==> config.mk <==
export PLATFORM = sky130hd
export DESIGN_NAME = bitmap_first_fit_allocator
export DESIGN_NICKNAME = d
export VERILOG_FILES = /design/src/sv/bffa_pkg.sv /design/src/sv/bitmap_first_fit_allocator.sv
export SDC_FILE = /design/constraint.sdc
export NUM_CORES = 1
export LEC_CHECK = 0
export ABC_AREA = 1
export ABC_CLOCK_PERIOD_IN_PS = 6000
export BUFFER_PORTS_ARGS = -buffer_cell sky130_fd_sc_hd__clkbuf_2
export CORE_ASPECT_RATIO = 1.75
export CORE_MARGIN = 2
export CORE_UTILIZATION = 60
export DETAILED_ROUTE_END_ITERATION = 12
export HOLD_SLACK_MARGIN = 0.05
export PLACE_DENSITY = 0.81
export SLEW_MARGIN = 40
export SYNTH_ARGS = -nofsm -noshare
export SYNTH_HDL_FRONTEND = slang
export SYNTH_SLANG_ARGS = --single-unit
==> constraint.sdc <==
create_clock -name clk_i -period 6 [get_ports clk_i]
set_input_delay 1.2 -clock clk_i [delete_from_list [all_inputs] [get_ports clk_i]]
set_output_delay 1.2 -clock clk_i [all_outputs]
set_load 0.01 [all_outputs]
==> src/sv/bffa_pkg.sv <==
// ----------------------------------------------------------------------------
// Bitmap first-fit allocator package
// Shared types, field widths and default sizes for the allocator.
// ----------------------------------------------------------------------------
package bffa_pkg;

  localparam int unsigned DEF_ROWS = 16;
  localparam int unsigned DEF_COLS = 16;

  localparam int unsigned ROW_IDX_W = 4;
  localparam int unsigned ROW_BITS_W = 16;
  localparam int unsigned SIZE_W = 9;
  localparam int unsigned POS_W = 4;

  localparam logic KIND_LOAD = 1'b0;
  localparam logic KIND_ALLOC = 1'b1;

  typedef struct packed {
    logic                  kind;
    logic [ROW_IDX_W-1:0]  row_index;
    logic [ROW_BITS_W-1:0] row_bits;
    logic [SIZE_W-1:0]     request_size;
  } alloc_req_t;

  typedef struct packed {
    logic             found;
    logic [POS_W-1:0] start_row;
    logic [POS_W-1:0] start_column;
  } alloc_rsp_t;

  typedef enum logic [1:0] {
    ST_IDLE,
    ST_SEARCH,
    ST_MARK,
    ST_DONE
  } state_e;

endpackage

==> src/sv/bitmap_first_fit_allocator.sv <==
// ----------------------------------------------------------------------------
// Bitmap first-fit allocator
// Keeps a ROWS by COLS allocation bitmap in a circular shift register and
// searches it one bit per cycle for the first free run of a requested length.
// ----------------------------------------------------------------------------
//
//   Channel   Ports                    Transfer
//   request   start, req_i, busy       start high and busy low at a clock edge
//   result    done_o, rsp_o            one cycle with done_o high, no stall
//
// A load transfer writes its row at the accepting edge; busy stays low.
// An allocate transfer rotates the bitmap once to search and, on a hit, once
// more to mark the run used; busy stays high through the search, through the
// mark pass on a hit and through the done state, which alone follows a bad size.
// The result is driven in the last busy cycle. Reset clears the whole bitmap.

module bitmap_first_fit_allocator
  import bffa_pkg::*;
#(
  parameter int unsigned ROWS = DEF_ROWS,
  parameter int unsigned COLS = DEF_COLS
) (
  input  logic       clk_i,
  input  logic       rst_ni,
  input  logic       start,
  input  alloc_req_t req_i,
  output logic       busy,
  output logic       done_o,
  output alloc_rsp_t rsp_o
);

  localparam int unsigned TOTAL = ROWS * COLS;
  localparam int unsigned RW = (ROWS > 1) ? $clog2(ROWS) : 1;
  localparam int unsigned CW = (COLS > 1) ? $clog2(COLS) : 1;
  localparam int unsigned CNT_W = $clog2(TOTAL + 1);
  localparam int unsigned CMP_W = (CNT_W > SIZE_W) ? CNT_W : SIZE_W;

  state_e state_q, state_d;

  logic [TOTAL-1:0] map_q, map_d;
  logic [RW-1:0]    row_q, row_d;
  logic [CW-1:0]    col_q, col_d;
  logic [CNT_W-1:0] count_q, count_d;
  logic             hit_q, hit_d;
  logic             mark_q, mark_d;
  logic [RW-1:0]    srow_q, srow_d;
  logic [CW-1:0]    scol_q, scol_d;
  logic [RW-1:0]    erow_q, erow_d;
  logic [CW-1:0]    ecol_q, ecol_d;
  logic [SIZE_W-1:0] size_q, size_d;

  logic             accept;
  logic             last_pos;
  logic             at_start;
  logic             at_end;
  logic             in_run;
  logic             hit_now;
  logic             size_bad;
  logic [CMP_W-1:0] count_inc;
  logic [63:0]      row_wide;
  logic [COLS-1:0]  row_val;
  logic [63:0]      srow_wide;
  logic [63:0]      scol_wide;

  assign accept = start && !busy;
  assign last_pos = (row_q == RW'(ROWS - 1)) && (col_q == CW'(COLS - 1));
  assign at_start = (row_q == srow_q) && (col_q == scol_q);
  assign at_end = (row_q == erow_q) && (col_q == ecol_q);
  assign in_run = at_start || mark_q;
  assign count_inc = CMP_W'(count_q) + CMP_W'(1);
  assign hit_now = !hit_q && !map_q[0] && (count_inc == CMP_W'(size_q));
  assign size_bad = (req_i.request_size == '0)
                 || (CMP_W'(req_i.request_size) > CMP_W'(TOTAL));
  assign row_wide = 64'(req_i.row_bits);
  assign row_val = row_wide[COLS-1:0];

  always_comb begin
    state_d = state_q;
    unique case (state_q)
      ST_IDLE: begin
        if (accept && (req_i.kind == KIND_ALLOC)) begin
          state_d = size_bad ? ST_DONE : ST_SEARCH;
        end
      end
      ST_SEARCH: begin
        if (last_pos) begin
          state_d = (hit_q || hit_now) ? ST_MARK : ST_DONE;
        end
      end
      ST_MARK: begin
        if (last_pos) begin
          state_d = ST_DONE;
        end
      end
      ST_DONE: state_d = ST_IDLE;
      default: state_d = ST_IDLE;
    endcase
  end

  always_comb begin
    busy = (state_q != ST_IDLE);
    done_o = (state_q == ST_DONE);
  end

  always_comb begin
    map_d = map_q;
    row_d = row_q;
    col_d = col_q;
    count_d = count_q;
    hit_d = hit_q;
    mark_d = mark_q;
    srow_d = srow_q;
    scol_d = scol_q;
    erow_d = erow_q;
    ecol_d = ecol_q;
    size_d = size_q;

    if (state_q == ST_SEARCH || state_q == ST_MARK) begin
      if (last_pos) begin
        row_d = '0;
        col_d = '0;
      end else if (col_q == CW'(COLS - 1)) begin
        row_d = row_q + RW'(1);
        col_d = '0;
      end else begin
        col_d = col_q + CW'(1);
      end
    end

    unique case (state_q)
      ST_IDLE: begin
        if (accept) begin
          if (req_i.kind == KIND_LOAD) begin
            for (int r = 0; r < ROWS; r++) begin
              if (32'(req_i.row_index) == r) begin
                map_d[r*COLS +: COLS] = row_val;
              end
            end
          end else begin
            row_d = '0;
            col_d = '0;
            count_d = '0;
            hit_d = 1'b0;
            mark_d = 1'b0;
            srow_d = '0;
            scol_d = '0;
            size_d = req_i.request_size;
          end
        end
      end
      ST_SEARCH: begin
        map_d = (map_q >> 1) | (TOTAL'(map_q[0]) << (TOTAL - 1));
        if (!hit_q) begin
          if (map_q[0]) begin
            count_d = '0;
          end else begin
            if (count_q == '0) begin
              srow_d = row_q;
              scol_d = col_q;
            end
            count_d = count_inc[CNT_W-1:0];
            if (hit_now) begin
              hit_d = 1'b1;
              erow_d = row_q;
              ecol_d = col_q;
            end
          end
        end
      end
      ST_MARK: begin
        map_d = (map_q >> 1) | (TOTAL'(map_q[0] | in_run) << (TOTAL - 1));
        mark_d = in_run && !at_end;
      end
      ST_DONE: begin
      end
      default: begin
      end
    endcase
  end

  assign srow_wide = 64'(srow_q);
  assign scol_wide = 64'(scol_q);

  always_comb begin
    rsp_o.found = hit_q;
    rsp_o.start_row = hit_q ? srow_wide[POS_W-1:0] : '0;
    rsp_o.start_column = hit_q ? scol_wide[POS_W-1:0] : '0;
  end

  always_ff @(posedge clk_i or negedge rst_ni) begin
    if (!rst_ni) begin
      state_q <= ST_IDLE;
      map_q <= '0;
      row_q <= '0;
      col_q <= '0;
      count_q <= '0;
      hit_q <= 1'b0;
      mark_q <= 1'b0;
    end else begin
      state_q <= state_d;
      map_q <= map_d;
      row_q <= row_d;
      col_q <= col_d;
      count_q <= count_d;
      hit_q <= hit_d;
      mark_q <= mark_d;
    end
  end

  always_ff @(posedge clk_i) begin
    srow_q <= srow_d;
    scol_q <= scol_d;
    erow_q <= erow_d;
    ecol_q <= ecol_d;
    size_q <= size_d;
  end

endmodule

==> impl_metrics.xml <==
<?xml version="1.0" encoding="UTF-8"?>
<metrics>
  <group name="power">
    <metric name="p_sw_share" unit="%">20.74</metric>
    <metric name="clock_power_share" unit="%">47.3</metric>
    <metric name="power" unit="W">0.004010</metric>
    <metric name="net-switching-power" unit="W">0.0008315</metric>
    <metric name="part_of_the_total_power_dissipated_in_combinational_logic" unit="%">1.4</metric>
    <metric name="seqPwrFrac" unit="%">51.3</metric>
    <metric name="cellLeakagePower" unit="nW">8.472</metric>
    <metric name="power_report.internal_total" unit="W">0.003179</metric>
    <metric name="worst_ir_drop_vdd" unit="mV">0.2041</metric>
    <metric name="power.density" unit="mW/mm²">261.3</metric>
  </group>
  <group name="die">
    <metric name="die-area" unit="mm²">0.02478</metric>
    <metric name="die_h" unit="µm">206.8</metric>
    <metric name="io_pins" unit="">44</metric>
    <metric name="core_area" unit="mm²">0.02324</metric>
    <metric name="placement_rows" unit="">74</metric>
    <metric name="initial_core_util" unit="%">60.65</metric>
    <metric name="fp.dieW" unit="µm">119.9</metric>
  </group>
  <group name="yosys">
    <metric name="yosys-top-cells-area" unit="">dfrtp_1 49%, o21ai_0 15%, nand2_1 9.5%</metric>
    <metric name="ys_seq_area_share" unit="%">54.50</metric>
    <metric name="ys_seq_elements" unit="">302</metric>
    <metric name="synth.lib_cells_used.distinct" unit="">31</metric>
    <metric name="postSynthNetCount" unit="">1751</metric>
    <metric name="yosys_warnings" unit="">0</metric>
    <metric name="postSynth.topFlopCell" unit="">dfrtp_1</metric>
    <metric name="synth_area" unit="mm²">0.01410</metric>
    <metric name="synth_top_area_share" unit="%">49.17</metric>
    <metric name="ys_async_sr_fraction" unit="%">91.72</metric>
    <metric name="synth_top_area_cell" unit="">dfrtp_1</metric>
    <metric name="syn_avg_cell_area" unit="µm²">8.243</metric>
    <metric name="netlist_instances" unit="">1710</metric>
    <metric name="synth_edf_count" unit="">25</metric>
  </group>
  <group name="routing">
    <metric name="drt_wl_total" unit="µm">33160</metric>
    <metric name="routed_wirelength_normalized_by_instance_count" unit="µm">16.49</metric>
    <metric name="drt_pre_antenna_iters" unit="">6</metric>
    <metric name="final_antenna_net_count" unit="">0</metric>
    <metric name="first_iter_violations" unit="">1165</metric>
    <metric name="number_of_vias_after_detailed_routing" unit="">11365</metric>
    <metric name="drc" unit="">0</metric>
    <metric name="avgViaCountPerCell" unit="">5.651</metric>
  </group>
  <group name="cts">
    <metric name="worstSkewPairLatency" unit="ns">0.56</metric>
    <metric name="clock_sinks" unit="">302</metric>
    <metric name="cts_repair_resize_count" unit="">0</metric>
    <metric name="htreeDepth" unit="">1</metric>
    <metric name="clkSlewWorstSetupHoldPaths" unit="ns">0.07</metric>
    <metric name="postCtsHoldBufs" unit="">0</metric>
    <metric name="cts_made_buffers" unit="">27</metric>
    <metric name="tritoncts_clock_tree" unit="">yes</metric>
    <metric name="cts_setup_buffers" unit="">0</metric>
    <metric name="clockRootBuffer" unit="">clkbuf_16</metric>
    <metric name="clock_tree_buffer_depth" unit="">3</metric>
  </group>
  <group name="worst_setup_path">
    <metric name="critical_path.startpoint_type" unit="">flip-flop</metric>
    <metric name="crit_fanout" unit="">20</metric>
    <metric name="crit_required" unit="ns">4.80</metric>
    <metric name="criticalPathCategory" unit="">flip-flop to primary output</metric>
    <metric name="worstSetupEndpointType" unit="">primary output</metric>
    <metric name="worst-endpoint-arrival" unit="ns">1.95</metric>
  </group>
  <group name="timing">
    <metric name="final_clock_skew" unit="ns">0.01772</metric>
    <metric name="max_freq" unit="MHz">317.2</metric>
    <metric name="final-hold-violation-count" unit="">0</metric>
    <metric name="timing.setup.tns" unit="ns">0</metric>
    <metric name="post-route-worst-setup-slack" unit="ns">2.847</metric>
    <metric name="timing.final.crit_period" unit="ns">3.153</metric>
    <metric name="timing_worst_slew_pin_value" unit="ns">0.8729</metric>
    <metric name="grt_setup_unrepaired" unit="">false</metric>
    <metric name="maxSlewHeadroom" unit="%">41.66</metric>
    <metric name="finalHoldWorstSlack" unit="ns">0.5173</metric>
    <metric name="layout_worst_path_cycle_share" unit="%">52.55</metric>
    <metric name="final_max_slew_viols" unit="">0</metric>
    <metric name="setup_violating_endpoint_count_in_the_final_report" unit="">0</metric>
  </group>
  <group name="finish">
    <metric name="insertedDiodeCount" unit="">0</metric>
    <metric name="most_frequent_cells_in_the_layout" unit="">420 x o21ai_0, 344 x nand2_1, 277 x dfrtp_1</metric>
    <metric name="post_route_cells_drive_above_1_share" unit="%">7.440</metric>
    <metric name="flow.area_growth_from_synthesis" unit="%">8.894</metric>
    <metric name="nNetsFinal" unit="">1729</metric>
    <metric name="finish.utilization" unit="%">66.05</metric>
    <metric name="layout_commonest_cell" unit="">o21ai_0</metric>
  </group>
  <group name="placed_design">
    <metric name="dp_slack" unit="ns">2.977</metric>
    <metric name="buffer_ports.inserted" unit="">43</metric>
    <metric name="gp_routability_congestion" unit="">0.8233</metric>
    <metric name="dp_hpwl" unit="µm">19500</metric>
  </group>
  <group name="global_routing">
    <metric name="grt_antenna_before_repair" unit="">0</metric>
    <metric name="grt_overflow_total" unit="">0</metric>
    <metric name="grt_start_max_net_pins" unit="">135</metric>
    <metric name="global_route.usage.total" unit="%">27.35</metric>
    <metric name="via_count_of_the_first_global_routing_pass" unit="">11060</metric>
    <metric name="grt_first_pass_wirelength" unit="µm">54100</metric>
  </group>
  <group name="run">
    <metric name="max_cap_viol_count" unit="">0</metric>
  </group>
  <group name="hold_path">
    <metric name="hold_class" unit="">flip-flop to flip-flop</metric>
  </group>
  <group name="status">
    <metric name="result_of_the_run" unit="">finished, final reports clean</metric>
  </group>
</metrics>
==> critical path: stages (launching register included) <==
cell      delay, ns
dfrtp_1        0.44
inv_1          0.11
ha_1           0.31
inv_2          0.34
clkbuf_2       0.21
==> registers in the layout, indices dropped and copies added, names as in the netlist <==
signal / cells
map_q: 256
count_q: 9
size_q: 9
col_q: 4
ecol_q: 4
erow_q: 4
row_q: 4
scol_q: 4
srow_q: 4
state_q: 2
hit_q: 1
mark_q: 1
==> stage by stage <==
stage	std cells	cell area, µm²
after floorplan	1710	14100
after global placement	1961	14300
after detailed placement	1963	14380
after CTS	2011	15350
after global routing	2011	15350
final	2011	15350
==> per-layer routing <==
layer	up-vias	wire length (µm)	track usage, %
met5	-	0	0
met3	89	1833	3.297
met2	347	16620	47.37
li1	5394	-	-
met1	5535	13400	34.17
met4	0	1309	13.28
==> cell families (layout without fill, tap and decap cells) <==
| kind of cell | count (synthesis) | in the layout | synth area share, % |
|---|---|---|---|
| AO/OA/AOI/OAI | 522 | 522 | 19.15 |
| AND/OR/NAND/NOR | 482 | 482 | 13.89 |
| buffers and inverters | 380 | 377 | 10.76 |
| flip-flops | 302 | 302 | 54.50 |
| XOR/XNOR | 16 | 16 | 0.9942 |
| adder cells (fa/ha/maj) | 8 | 8 | 0.7101 |
==> cell type report <==
cell class / instances / area [µm²]
Fill cell: 1917 / 7890
Sequential cell: 302 / 7682
Clock inverter: 12 / 166.4
Multi-Input combinational cell: 1028 / 4950
Tap cell: 304 / 380.4
Clock buffer: 36 / 802.0
Inverter: 278 / 1049
Timing Repair Buffer: 51 / 320.3
==> path summary, 6_finish.rpt <==
path	end	startpoint	slack (ns)	cells past startpoint
min in group asynchronous	map_q[211]	rst_ni	0.59	1
worst min register to register	map_q[206]	map_q[206]	0.52	2
max in group asynchronous	map_q[24]	rst_ni	4.23	2
worst max-delay path	busy	state_q[0]	2.85	4
worst min-delay path	map_q[206]	map_q[206]	0.52	2
worst max register to register	map_q[204]	state_q[0]	3.12	7
==> cells in the mapped netlist, types with 3 or more instances <==
| cell type | instances |
|---|---|
| a211oi_1 | 3 |
| a21oi_1 | 24 |
| a31oi_1 | 39 |
| buf_2 | 51 |
| buf_4 | 3 |
| clkbuf_1 | 46 |
| dfrtp_1 | 277 |
| edfxtp_1 | 25 |
| ha_1 | 8 |
| inv_1 | 275 |
| nand2_1 | 355 |
| nand3_1 | 24 |
| nand3b_1 | 3 |
| nand4_1 | 6 |
| nor2_1 | 74 |
| nor2_4 | 10 |
| nor3_1 | 6 |
| o21ai_0 | 420 |
| o21ai_1 | 27 |
| o22ai_1 | 6 |
| xnor2_1 | 14 |
==> power by group through the flow <==
stage / clock network, W / logic, W / registers (W)
2_1_floorplan: 0 / 0.00000455 / 0.00210
3_3_place_gp: 0 / 0.0000577 / 0.00210
3_5_place_dp: 0 / 0.0000596 / 0.00210
4_1_cts: 0.00191 / 0.0000601 / 0.00206
5_1_grt: 0.00198 / 0.0000668 / 0.00206
6_report: 0.00190 / 0.0000578 / 0.00206
No activity file was read; power rests on OpenSTA's default activity.
